<file path="src/rtl/core/baof_pkg.sv">
// Shared types and constants for the board average outlier flagger.
// No dependencies; imported by every module of the block.
package baof_pkg;

  // Table size and the widths that follow from it
  localparam int NUM_BOARDS = 512;
  localparam int ADDR_W     = (NUM_BOARDS > 1) ? $clog2(NUM_BOARDS) : 1;

  // Field widths
  localparam int REQ_W    = 2;
  localparam int BOARD_W  = 9;
  localparam int VALUE_W  = 16;
  localparam int SUM_W    = 32;
  localparam int COUNT_W  = 16;
  localparam int THRESH_W = 20;
  localparam int FRAC_W   = 4;
  localparam int PROD_W   = THRESH_W + COUNT_W;
  localparam int LHS_W    = SUM_W + FRAC_W;

  // Request codes
  localparam logic [REQ_W-1:0] REQ_CLEAR    = 2'd0;
  localparam logic [REQ_W-1:0] REQ_ADD      = 2'd1;
  localparam logic [REQ_W-1:0] REQ_CLASSIFY = 2'd2;

  // Configuration register indexes
  localparam int CFG_IDX_W = 1;
  localparam logic [CFG_IDX_W-1:0] CFG_ADC_AVG_MIN = 1'd0;
  localparam logic [CFG_IDX_W-1:0] CFG_TOT_AVG_MIN = 1'd1;

  localparam logic [THRESH_W-1:0] THRESH_RESET = '1;

  // Input transaction
  typedef struct packed {
    logic [REQ_W-1:0]   req_type;
    logic [BOARD_W-1:0] board_id;
    logic [VALUE_W-1:0] adc_value;
    logic [VALUE_W-1:0] tot_value;
  } in_item_t;

  // Result transaction
  typedef struct packed {
    logic bad_adc;
    logic bad_tot;
  } result_t;

  // One table entry
  typedef struct packed {
    logic [SUM_W-1:0]   adc_sum;
    logic [SUM_W-1:0]   tot_sum;
    logic [COUNT_W-1:0] count;
  } entry_t;

  // Controller to datapath commands
  typedef struct packed {
    logic load;      // capture the incoming transaction
    logic clr_step;  // zero one table entry and advance the sweep
    logic rd;        // read the addressed entry
    logic wb;        // write back the accumulated entry
    logic mul;       // form threshold * count products
    logic cmp;       // compare and issue the result
  } ctrl_cmd_t;

  // Datapath to controller status
  typedef struct packed {
    logic op_add;    // captured transaction is an add
    logic clr_last;  // sweep is at the final entry
  } dp_status_t;

endpackage

</file>
<file path="src/rtl/core/baof_ctrl.sv">
// Controller state machine for the board average outlier flagger.
// Depends on baof_pkg; drives baof_datapath through ctrl_cmd_t.
module baof_ctrl
  import baof_pkg::*;
(
  input  logic             clk,
  input  logic             rst,
  input  logic             start,
  input  logic [REQ_W-1:0] req_type,
  input  dp_status_t       status,
  output ctrl_cmd_t        cmd,
  output logic             busy
);

  typedef enum logic [5:0] {
    S_IDLE  = 6'b000001,
    S_CLEAR = 6'b000010,
    S_READ  = 6'b000100,
    S_WRITE = 6'b001000,
    S_MUL   = 6'b010000,
    S_CMP   = 6'b100000
  } state_t;

  state_t state;
  state_t state_next;

  // State register; reset starts a clearing sweep
  always_ff @(posedge clk) begin
    if (rst) begin
      state <= S_CLEAR;
    end else begin
      state <= state_next;
    end
  end

  // Next state and commands
  always_comb begin
    state_next = state;
    cmd        = '0;
    busy       = 1'b1;
    case (state)
      S_IDLE: begin
        busy = 1'b0;
        if (start) begin
          cmd.load = 1'b1;
          case (req_type)
            REQ_CLEAR:    state_next = S_CLEAR;
            REQ_ADD:      state_next = S_READ;
            REQ_CLASSIFY: state_next = S_READ;
            default:      state_next = S_IDLE;  // unused code: no-op
          endcase
        end
      end
      S_CLEAR: begin
        cmd.clr_step = 1'b1;
        if (status.clr_last) begin
          state_next = S_IDLE;
        end
      end
      S_READ: begin
        cmd.rd     = 1'b1;
        state_next = status.op_add ? S_WRITE : S_MUL;
      end
      S_WRITE: begin
        cmd.wb     = 1'b1;
        state_next = S_IDLE;
      end
      S_MUL: begin
        cmd.mul    = 1'b1;
        state_next = S_CMP;
      end
      S_CMP: begin
        cmd.cmp    = 1'b1;
        state_next = S_IDLE;
      end
      default: begin
        state_next = S_IDLE;
      end
    endcase
  end

endmodule

</file>
<file path="config.mk">
export PLATFORM = sky130hd
export DESIGN_NAME = baof_ctrl
export DESIGN_NICKNAME = d
export VERILOG_FILES = /design/src/rtl/core/baof_pkg.sv /design/src/rtl/core/baof_ctrl.sv
export SDC_FILE = /design/constraint.sdc
export NUM_CORES = 1
export LEC_CHECK = 0
export ABC_AREA = 1
export ABC_CLOCK_PERIOD_IN_PS = 2300
export BUFFER_PORTS_ARGS = -buffer_cell sky130_fd_sc_hd__buf_2
export CAP_MARGIN = 20
export CORE_AREA = 3 3 40 42
export CTS_CLUSTER_SIZE = 28
export DETAILED_ROUTE_END_ITERATION = 7
export DIE_AREA = 0 0 43 45
export GPL_TIMING_DRIVEN = 0
export PLACE_DENSITY_LB_ADDON = 0.2
export SYNTH_ARGS = -nofsm -noshare
export SYNTH_HDL_FRONTEND = slang
export SYNTH_SLANG_ARGS = --single-unit
</file>
<file path="constraint.sdc">
create_clock -name clk -period 2.3 [get_ports clk]
set_clock_uncertainty 0.1 [all_clocks]
set_input_delay 0.345 -clock clk [delete_from_list [all_inputs] [get_ports clk]]
set_output_delay 0.345 -clock clk [all_outputs]
set_load 0.01 [all_outputs]
</file>
Word level (Yosys, flattened, before mapping):

Cells that the tools add are included.

* logic and storage cells: 27
* bits in writable memories: 0
* input bits: 7
* bits in registers: 6
* memory bits (read-only): 0
* memories kept: 0
* latch bits: 0

* $lt $le $gt $ge: 0
* add/subtract/negate cells: 0
* div/mod/pow operators: 0
* multipliers: 0
* reduce and logical (&&, ||, !) cells: 3
* shift operators: 0
* equal/unequal tests: 10
* multiplexer cells: 13
* bitwise gates (word level): 0

Operator list (number)
* $pmux 6 s4: 1
* $mux 6: 2
* $mux 1: 8
* $eq 6x1->1 const B: 1
* $eq 6x2->1 const B: 1
* $eq 6x3->1 const B: 1
* $eq 6x4->1 const B: 1
* $eq 6x5->1 const B: 1
* $eq 6x6->1 const B: 1
* $pmux 3 s2: 1
* $mux 5: 1
* $ne 2x2->1 const B: 2
* $eq 2x1->1 const B: 1
* $eq 2x2->1 const B: 1
* $logic_not 2->1: 1
* $reduce_and 2->1: 1
* $reduce_or 2->1: 1

Longest topological paths before layout:

Gate-level depths: netlist of run 1.

* depth in word-level cells: 5
* mapped depth: 7

Worst setup path before layout of run 1:

No wires, ideal clock.

* path type: register to output
* start point: register state[2]
* end point: output port cmd[5] (netlist name)
* arrival: 0.847 ns
* setup slack: 1.008 ns
* path buffers: 0
* cell stages (with the launch flop): 4
* cell sequence: dfxtp_1 -> nor2_2 -> nand3_2 -> nor2_2

RTL lines
* start, declared: RTL line baof_ctrl.sv:24 `state_t state;`
* start signal, assigned: RTL line baof_ctrl.sv:32 `state <= state_next;`
* end, declared: RTL line baof_ctrl.sv:11 `output ctrl_cmd_t cmd,`

==> results.txt, run 1 <==
Post-cts hold buffer count - 0
CP cell instances - nor2_2, nand3_2, nor2_2, buf_2
Syn_nets - 61
FF+latch count, synth - 6
Post-route setup TNS - 0 ns
Via count - 350
CTS sink count - 6
Area of the multi-input gates - 211 µm²
Syn avg cell area - 7.17 µm²
Maximum vdd drop - 150 µV
Io pins - 14
Via-to-Cell Ratio - 4.22
Worst-skew pair later-pin latency - 0.24 ns
Layout Nets - 79
CP max stage delay - 0.31 ns
Global-route wire length before repair - 1.19 mm
Synth Warn # - 0
Reg clk slew, reported paths - 0.04 ns
Die Ht - 45 µm
WS Path Type - reg -> out
DRC Markers - 0
CP most frequent cell - nor2_2
Initial Util - 29.0%
Setup WS post-layout - 0.614 ns
Fin crit share - 73.3%
Syn Inst Count - 52
Setup-failing EPs final - 0
CP bufs+invs - 1
Final Util - 37.3%
Most flops, register - state
Max Slew Vio Count - 0
Synth Cell Area - 373 µm²
Reg2Reg Setup Slack - 1.05 ns
Rows - 13
Die area - 1940 µm²
Slew @ Worst Pin - 0.255 ns
Fmax - 593 MHz
Hold depth - 2
DRT Pass-1 Iters - 2
Hold Crit Endpoint - state[2]$_SDFFE_PP0P_
Area Growth Syn to Fin - 28.5%
R2R Path Start - state[2]$_SDFFE_PP0P_
Final Critical Period - 1.69 ns
Arr. time, crit path - 1.24 ns
CTS tree - yes
FF/Latch Area - 120 µm²
Synth unique cells - 17
Relative slew slack - 83.0%
Most frequent cells in the layout - buf_2 (13), inv_1 (9), nor2_1 (7), dfxtp_1 (6)
# fillers - 149
Commonest non-fill, non-tap cell in the layout - buf_2
Antenna-violating nets left - 0
Final wirelength - 721 µm
Setup Buffers After CTS - 0
Hpwl dp - 602 µm
Hold path startpoint - rst
CTS root buf - clkbuf_4
Largest net degree at the start of global routing - 7
Leak - 0.255 nW
R2r endpoint - state[0]$_SDFFE_PP0P_
HP Class - in -> reg
Routability congestion estimate - 0.664
Post-place instance area - 457 µm²
CTS max path bufs - 2
Num CTS Buffers - 3
H-tree depth - 1
Max reg flops - 6
Max-Cap Viols - 0
Top Registers - state x6
Post-synthesis sequential area ratio - 32.2%
Vias in the first global route - 293
DRT iter0 DRCs - 3
Post-place setup slack - 0.851 ns
Worst Reg-to-Reg Cells - 6
Gr ovfl total - 0
Critical path's top delay family - simple AND/OR/NAND/NOR gates
Port buffer count - 13
Status - finished, final reports clean
Worst Setup End Kind - output port
Post-route cell area - 479 µm²
Die Wd - 43 µm
Routed len/inst - 8.69 µm
Unrepaired setup endpoints after global routing - false
Fraction of layout cells with a size suffix above 1 - 39.7%
Fin. Hold Viols - 0
CP max stage cell - dfxtp_1
Core ar. - 1280 µm²
Worst Path Required - 1.86 ns
Power per cell area - 513 nW/µm²
CTS-repair resized insts - 0
Initial antenna violation count - 0
Startpoint types - flip-flop
Diode count - 0
Gr usage total - 8.32%
Crit-path max FO - 6
[cell usage after synthesis]
| cell | instances | area, µm² |
|---|---|---|
| and3_1 | 1 | 6.26 |
| clkinv_1 | 1 | 3.75 |
| dfxtp_1 | 6 | 120 |
| ha_1 | 2 | 25.0 |
| inv_1 | 9 | 33.8 |
| inv_2 | 1 | 3.75 |
| nand2_1 | 5 | 18.8 |
| nand3_1 | 5 | 25.0 |
| nand3_2 | 2 | 20.0 |
| nand4_1 | 2 | 12.5 |
| nor2_1 | 7 | 26.3 |
| nor2_2 | 5 | 31.3 |
| nor2_4 | 1 | 11.3 |
| nor3_1 | 2 | 10.0 |
| nor3_2 | 1 | 10.0 |
| o21ai_2 | 1 | 8.76 |
| or2_0 | 1 | 6.26 |
[metal layers]
layer | GRT usage [%] | wire, µm | share of wire, %
met5 | 0 | 0 | 0
met4 | 7.23 | 0 | 0
met3 | 1.20 | 52 | 7.2
met2 | 11.7 | 323 | 45
met1 | 11.1 | 345 | 48
[through the flow]
| stage | cells | hold slack, ns | power [mW] |
|---|---|---|---|
| 6_report | 83 | 0.232 | 0.246 |
| 5_1_grt | 83 | 0.255 | 0.260 |
| 4_1_cts | 83 | 0.227 | 0.252 |
| 3_5_place_dp | 80 | 0.484 | 0.156 |
| 3_3_place_gp | 80 | 0.484 | 0.155 |
| 2_1_floorplan | 52 | 0.315 | 0.140 |
[power breakdown]
part | switching (mW) | internal [mW]
Combinational | 0.0241 | 0.0167
Sequential | 0.00366 | 0.108
Clock | 0.0345 | 0.0588
[worst max path at each step]
| stage | cells past startpoint | slack (ns) | endpoint | start |
|---|---|---|---|---|
| CTS | 4 | 0.58 | cmd[5] | state[2]$_SDFFE_PP0P_ |
| global placement | 4 | 0.86 | cmd[5] | state[2]$_SDFFE_PP0P_ |
| finish | 4 | 0.61 | cmd[5] | state[2]$_SDFFE_PP0P_ |
| global route | 4 | 0.50 | cmd[5] | state[2]$_SDFFE_PP0P_ |
| floorplan | 3 | 1.01 | cmd[5] | state[2]$_SDFFE_PP0P_ |
| detailed placement | 4 | 0.85 | cmd[5] | state[2]$_SDFFE_PP0P_ |
[area by class of cell]
type,instances,share of cell area (%)
sequential,6,25.1
multi-input combinational,35,44.1
timing repair buffer,13,13.6
tap,15,3.92
clock buffer,3,4.70
inverter,11,8.62
[worst reg2reg max path, stage by stage, from the launching register on]
cell and delay (ns):
dfxtp_1 0.31, nor2_2 0.24, nand3_1 0.18, nand3_1 0.12, nand2_1 0.05, nor2_1 0.11, nor2_2 0.04
[cells by family after synthesis]
family                   after synthesis  share of synthesized area, %
AND/OR/NAND/NOR                       32                          47.7
buffers and inverters                 11                          11.1
AO/OA/AOI/OAI                          1                          2.35
flip-flops                             6                          32.2
adder cells (fa/ha/maj)                2                          6.71
(Power assumes the default switching activity.)
==> run 2: changes to the inputs <==
--- a/config.mk
+++ b/config.mk
@@ -6,7 +6,7 @@
 export NUM_CORES = 1
 export LEC_CHECK = 0
 export ABC_AREA = 1
-export ABC_CLOCK_PERIOD_IN_PS = 2300
+export ABC_CLOCK_PERIOD_IN_PS = 1500
 export BUFFER_PORTS_ARGS = -buffer_cell sky130_fd_sc_hd__buf_2
 export CAP_MARGIN = 20
 export CORE_AREA = 3 3 40 42
==> constraint.sdc (replaced) <==
create_clock -name clk -period 1.5 [get_ports clk]
set_clock_uncertainty 0.1 [all_clocks]
set_input_delay 0.225 -clock clk [delete_from_list [all_inputs] [get_ports clk]]
set_output_delay 0.225 -clock clk [all_outputs]
set_load 0.01 [all_outputs]
==> results.txt, run 2 (same netlist as run 1, synthesis figures left out) <==
Status - finished, final reports clean
Total power - 396 µW (+61%)
H-tree depth - 1 (unchanged)
Post-route cell area - 564 µm² (+18%)
Fin crit share - 98.0%
Worst Path Required - 1.17 ns (-0.69 ns)
Fraction of layout cells with a size suffix above 1 - 52.1% (+12 points)
Setup-failing EPs final - 0 (unchanged)
Antenna-violating nets left - 0 (unchanged)
Top Registers - state x6
DRT Pass-1 Iters - 2 (unchanged)
# fillers - 143 (-4.0%)
Layout Nets - 84 (+6.3%)
Core ar. - 1280 µm² (unchanged)
DRC Markers - 0 (unchanged)
CP cell instances - nor2_4, buf_4, and3_1, buf_2
R2R Path Start - state[3]$_SDFFE_PP0P_
Relative slew slack - 87.8% (+4.8 points)
Port buffer count - 13 (unchanged)
Die Wd - 43 µm (unchanged)
Commonest non-fill, non-tap cell in the layout - buf_2
Post-cts hold buffer count - 0 (unchanged)
Hpwl dp - 602 µm (unchanged)
CTS tree - yes
HP Class - in -> reg
Max-Cap Viols - 0 (unchanged)
Unrepaired setup endpoints after global routing - true
WS Path Type - reg -> out
Leak - 0.290 nW (+14%)
Most flops, register - state
Max Slew Vio Count - 0 (unchanged)
Routed len/inst - 8.84 µm (+1.8%)
CP max stage cell - dfxtp_4
Non-Filler Instances - 88 (+6.0%)
Die Ht - 45 µm (unchanged)
Largest net degree at the start of global routing - 7 (unchanged)
Gr usage total - 8.40% (+0.083 points)
Power per cell area - 701 nW/µm² (+37%)
Initial antenna violation count - 0 (unchanged)
Initial Util - 29.0% (unchanged)
Fin. Hold Viols - 0 (unchanged)
CTS root buf - clkbuf_4
Io pins - 14 (unchanged)
Critical path startpoint - state[5]$_SDFFE_PP0P_
Critical path's top delay family - flip-flops
Crit-path max FO - 4 (-2)
Worst Setup End Kind - output port
Area Growth Syn to Fin - 51.3%
Max reg flops - 6 (unchanged)
Diode count - 0 (unchanged)
CTS max path bufs - 2 (unchanged)
Maximum vdd drop - 256 µV (+70%)
Arr. time, crit path - 1.14 ns (-0.10 ns)
Post-place instance area - 457 µm² (unchanged)
Vias in the first global route - 303 (+3.4%)
DRT iter0 DRCs - 3 (unchanged)
Via-to-Cell Ratio - 4.34 (+2.9%)
CP max stage delay - 0.35 ns (+0.04 ns)
Slew @ Worst Pin - 0.182 ns (-0.0730 ns)
CP bufs+invs - 2 (+1)
Global-route wire length before repair - 1.21 mm (+1.2%)
Reg clk slew, reported paths - 0.04 ns (about the same)
Dpl cells - 80 (unchanged)
Final Critical Period - 1.47 ns
Final wirelength - 778 µm (+7.9%)
Most frequent cells in the layout - buf_2 (12), inv_1 (9), nor2_1 (7)
Worst-skew pair later-pin latency - 0.24 ns (about the same)
Gr ovfl total - 0 (unchanged)
Final hold slack - 0.107 ns (-0.125 ns)
Startpoint types - flip-flop
Hold path startpoint - rst
Fmax - 680 MHz
Num CTS Buffers - 3 (unchanged)
CTS sink count - 6 (unchanged)
Die area - 1940 µm² (unchanged)
Routability congestion estimate - 0.664 (unchanged)
Via count - 382 (+9.1%)
Rows - 13 (unchanged)
==> run 2: changes by cell type in the layout (fill, tap and decap cells not counted) <==
cell,delta
nor3_1,-1
nor2_4,+4
dfxtp_1,-5
buf_2,-1
buf_4,+5
buf_6,+1
dfxtp_2,+4
nor2_2,-4
nor3_2,+1
nand3_4,+1
dfxtp_4,+1
nand3_2,-1
==> run 2: final cells by class <==
type | instances | area, µm² | share of cell area (%)
clock buffers | 3 | 22.5 | 3.99
inverters | 11 | 41.3 | 7.32
multi-input cells | 35 | 244 | 43.2
flip-flops and latches | 6 | 129 | 22.8
well taps | 15 | 18.8 | 3.33
repair buffers | 18 | 109 | 19.3
==> run 2: worst register-to-register path: stages, from the launching register on <==
cell and delay [ns]:
dfxtp_2 0.33, nor2_4 0.18, nand3_4 0.12, buf_4 0.16
o21ai_2 0.17, nor2_1 0.08, nor2_2 0.07
==> run 2: power breakdown <==
group          internal (mW)  leakage, nW  switching, mW
sequential             0.165       0.0510        0.00854
clock                 0.0902       0.0138         0.0540
combinational         0.0357        0.226         0.0417
total                  0.291        0.290          0.104
==> run 2: layer usage <==
layer	vias up	track usage, %	wire length (µm)
li1	206	-	-
met1	166	11.1	360
met2	10	12.0	368
met3	0	1.20	49
met4	0	7.23	0
met5	-	0	0
==> run 2: final timing paths <==
path | end | slack [ns] | cells past startpoint
setup / recovery | cmd[4] | 0.03 | 4
hold reg to reg | state[5]$_SDFFE_PP0P_ | 0.50 | 3
hold / removal | state[4]$_SDFFE_PP0P_ | 0.11 | 2
setup reg to reg | state[0]$_SDFFE_PP0P_ | 0.21 | 6
==> run 2: what timing repair did <==
action | in CTS | in global routing
pin swaps | 1 | 5
resized for setup | 5 | 8
setup buffers | 1 | 4
setup endpoints to repair | 3 | 6
==> run 2: metrics by stage <==
| step | TNS, ns | utilization, % | setup WS (ns) |
|---|---|---|---|
| finish | 0 | 43.9 | 0.0304 |
| global route | -0.0542 | 43.9 | -0.0266 |
| CTS | -0.0174 | 39.7 | -0.0174 |
| detailed placement | 0 | 35.5 | 0.171 |
| global placement | 0 | 35.5 | 0.176 |
| floorplan | 0 | - | 0.328 |
==> run 3: changes to the inputs <==
--- a/config.mk
+++ b/config.mk
@@ -5,7 +5,6 @@
 export SDC_FILE = /design/constraint.sdc
 export NUM_CORES = 1
 export LEC_CHECK = 0
-export ABC_AREA = 1
 export ABC_CLOCK_PERIOD_IN_PS = 1500
 export BUFFER_PORTS_ARGS = -buffer_cell sky130_fd_sc_hd__buf_2
 export CAP_MARGIN = 20
==> results.txt, run 3 <==
Mux contribution to synthesized area - 0% (unchanged)
Max-Cap Viols - 0 (unchanged)
Met3 Use GR - 7.17% (+6.0 points)
CTS max path bufs - 2 (unchanged)
Clock Power Share - 35.3% (-1.2 points)
Total power - 430 µW (+8.8%)
Comb power frac - 25.8% (+6.2 points)
Gr ovfl total - 0 (unchanged)
Worst Setup End Kind - output port
Vias in the first global route - 396 (+31%)
Failing checks - negative setup slack
Port buffer count - 13 (unchanged)
Core ar. - 1280 µm² (unchanged)
WS Path Type - reg -> out
Dpl cells - 68 (-15%)
Top Registers - state x6
Synth Warn # - 0 (unchanged)
Cell taking the most area after synthesis - dfxtp_1
Startpoint types - flip-flop
Global-route wire length before repair - 1.61 mm (+33%)
Reg2Reg Setup Slack - -0.08 ns (-0.29 ns)
Post-synthesis compound-gate area fraction - 11.3% (+9.0 points)
Xor/xnor cell area share of the yosys netlist - 2.47% (+2.5 points)
Setup-failing EPs final - 9 (+9)
CP max stage cell - or4_4
Slew @ Worst Pin - 0.303 ns (+0.121 ns)
Routability congestion estimate - 0.645 (-2.8%)
Final hold slack - 0.0783 ns (-0.0290 ns)
Routed len/inst - 11.6 µm (+32%)
FFs w/ async S/R, synth - 0% (unchanged)
Rows - 13 (unchanged)
H-tree depth - 1 (unchanged)
Via-to-Cell Ratio - 4.99 (+15%)
Fin. Hold Viols - 0 (unchanged)
Hpwl dp - 598 µm (-0.68%)
Largest net degree at the start of global routing - 7 (unchanged)
Final wirelength - 954 µm (+23%)
CP max stage delay - 0.55 ns (+0.20 ns)
R2R Path Start - state[1]$_SDFFE_PP1P_
Psw - 117 µW (+12%)
CTS sink count - 6 (unchanged)
Syn_nets - 49 (-20%)
Layout Nets - 78 (-7.1%)
Initial Util - 27.6% (-1.5 points)
Die Ht - 45 µm (unchanged)
Post-cts hold buffer count - 0 (unchanged)
CP cell instances - or4_4, nor3_2, buf_2
Maximum vdd drop - 467 µV (+82%)
Synth top area share - 33.9% (+1.7 points)
Via count - 409 (+7.1%)
Non-Filler Instances - 82 (-6.8%)
CTS root buf - clkbuf_4
Final Critical Period - 1.75 ns (+0.281 ns)
Hold Crit Endpoint - state[4]$_SDFFE_PP0P_
# fillers - 134 (-6.3%)
Synth unique cells - 20 (+3)
HP Class - in -> reg
R2r endpoint - state[4]$_SDFFE_PP0P_
Post-Synth Simple-Gate Area - 37.8% (-9.8 points)
Arr. time, crit path - 1.43 ns (+0.29 ns)
Most frequent cells in the layout - buf_2 (13), buf_4 (9), inv_1 (7), dfxtp_4 (4)
Hold path startpoint - status[1]
Power per cell area - 681 nW/µm² (-2.9%)
CTS tree - yes
Adder-Cell Fraction of Synth Area - 7.07% (+0.36 points)
Area Growth Syn to Fin - 78.4%
FF/Latch Area - 138 µm² (+6.8%)
Max reg flops - 6 (unchanged)
Most frequent cell after synthesis - inv_1
Sw frac - 27.1% (+0.73 points)
Post-place setup slack - -0.0970 ns (-0.268 ns)
Relative slew slack - 79.7% (-8.2 points)
Internal Pwr Total - 314 µW (+7.7%)
Most flops, register - state
Seq pwr share - 39.0% (-5.0 points)
Most Used Layer, Global Route - met2
Gr usage total - 11.5% (+3.1 points)
Setup WS post-layout - -0.250 ns (-0.281 ns)
Syn Inst Count - 40 (-23%)
Post-synthesis sequential area ratio - 33.9% (+1.7 points)
Fraction of layout cells with a size suffix above 1 - 65.7% (+14 points)
Antenna-violating nets left - 0 (unchanged)
DRT iter0 DRCs - 2 (-1)
Post-route setup TNS - -1.30 ns (-1.30 ns)
Met2 Use GR - 20.1% (+8.1 points)
FF+latch count, synth - 6 (unchanged)
Worst Path Required - 1.17 ns (about the same)
Post-synth EDFFs - 0 (unchanged)
Fin crit share - 117% (+19 points)
Worst Reg-to-Reg Cells - 4 (-2)
DRC Markers - 0 (unchanged)
Initial antenna violation count - 0 (unchanged)
Unrepaired setup endpoints after global routing - true
Commonest non-fill, non-tap cell in the layout - buf_2
Die Wd - 43 µm (unchanged)
Crit-path max FO - 3 (-1)
Diode count - 0 (unchanged)
Area of the multi-input gates - 272 µm² (+11%)
Fmax - 571 MHz (-16%)
Hold depth - 2 (unchanged)
Io pins - 14 (unchanged)
Synth top cells by count - inv_1 (7), dfxtp_1 (6), nor3b_1 (3), nor4_1 (3)
Synth top area cells - dfxtp_1 (34%), inv_1 (7.4%), ha_1 (7.1%), nor3b_1 (6.4%), nor4_4 (6.0%)
Die area - 1940 µm² (unchanged)
Largest family of logic cells by synthesized area - simple AND/OR/NAND/NOR gates
Leak - 0.309 nW (+6.3%)
Num CTS Buffers - 3 (unchanged)
Grt met1 use - 12.1% (+1.1 points)
Max Slew Vio Count - 0 (unchanged)
Status - finished, violations left
DRT Pass-1 Iters - 4 (+2)
Worst-skew pair later-pin latency - 0.25 ns (about the same)
Reg clk slew, reported paths - 0.04 ns (about the same)
Ys flop type - dfxtp_1
Syn avg cell area - 8.85 µm² (+23%)
Synth Cell Area - 354 µm² (-5.0%)
==> run 3: routing by layer <==
metal / share of wire (%) / routed length (µm) / up-vias
met5: 0 / 0 / -
met2: 52 / 496 / 14
met4: 0 / 0 / 0
li1: - / - / 201
met1: 41 / 388 / 194
met3: 7.3 / 70 / 0
==> run 3: worst max-delay path by stage <==
stage                                      from  endpoint  slack, ns  cells after the start
after floorplan           state[0]$_SDFFE_PP0P_    cmd[1]     -0.009                      2
after global placement    state[5]$_SDFFE_PP0P_    cmd[2]       -0.1                      3
after detailed placement  state[4]$_SDFFE_PP0P_    cmd[2]       -0.1                      3
after CTS                 state[1]$_SDFFE_PP1P_    cmd[1]      -0.27                      3
after global routing      state[1]$_SDFFE_PP1P_    cmd[2]      -0.34                      3
final                     state[1]$_SDFFE_PP1P_    cmd[1]      -0.25                      3
==> run 3: power groups by stage <==
stage / sequential, mW / clock, mW / combinational [mW]
2_1_floorplan: 0.175 / 0 / 0.0409
3_3_place_gp: 0.177 / 0 / 0.0624
3_5_place_dp: 0.177 / 0 / 0.0626
4_1_cts: 0.169 / 0.159 / 0.0996
5_1_grt: 0.169 / 0.174 / 0.123
6_report: 0.168 / 0.152 / 0.111
==> run 3: cell type report <==
class                      instances  share of cell area [%]
multi-input combinational         27                    43.0
timing repair buffer              24                    24.6
sequential                         6                    21.8
inverter                           7                    4.16
clock buffer                       3                    3.56
tap                               15                    2.97
==> run 3: repair_timing <==
item / CTS / global route
setup endpoints to repair: 7 / 13
pin swaps: 6 / 5
setup buffers: 11 / 3
resized for setup: 16 / 5
==> run 3: through the flow <==
step / cell area (µm²) / util (%)
after floorplan: 364 / -
after global placement: 448 / 34.9
after detailed placement: 448 / 34.9
after CTS: 609 / 47.4
after global routing: 632 / 49.2
final: 632 / 49.2
==> run 3: logic make-up (layout without fill, tap and decap cells) <==
kind of cell               after synthesis  in the layout
AOI/OAI and AO/OA                        5              5
adders and majority gates                2              2
and+or+nand+nor                         19             19
xor gates and xnor gates                 1              1
DFF                                      6              6
buffers and inverters                    7             34
==> run 3: critical path: cells and delay by family (launching register included) <==
kind          cells  cell delay (ns)
buf+inv           1             0.14
flops             1             0.34
simple gates      2             0.71
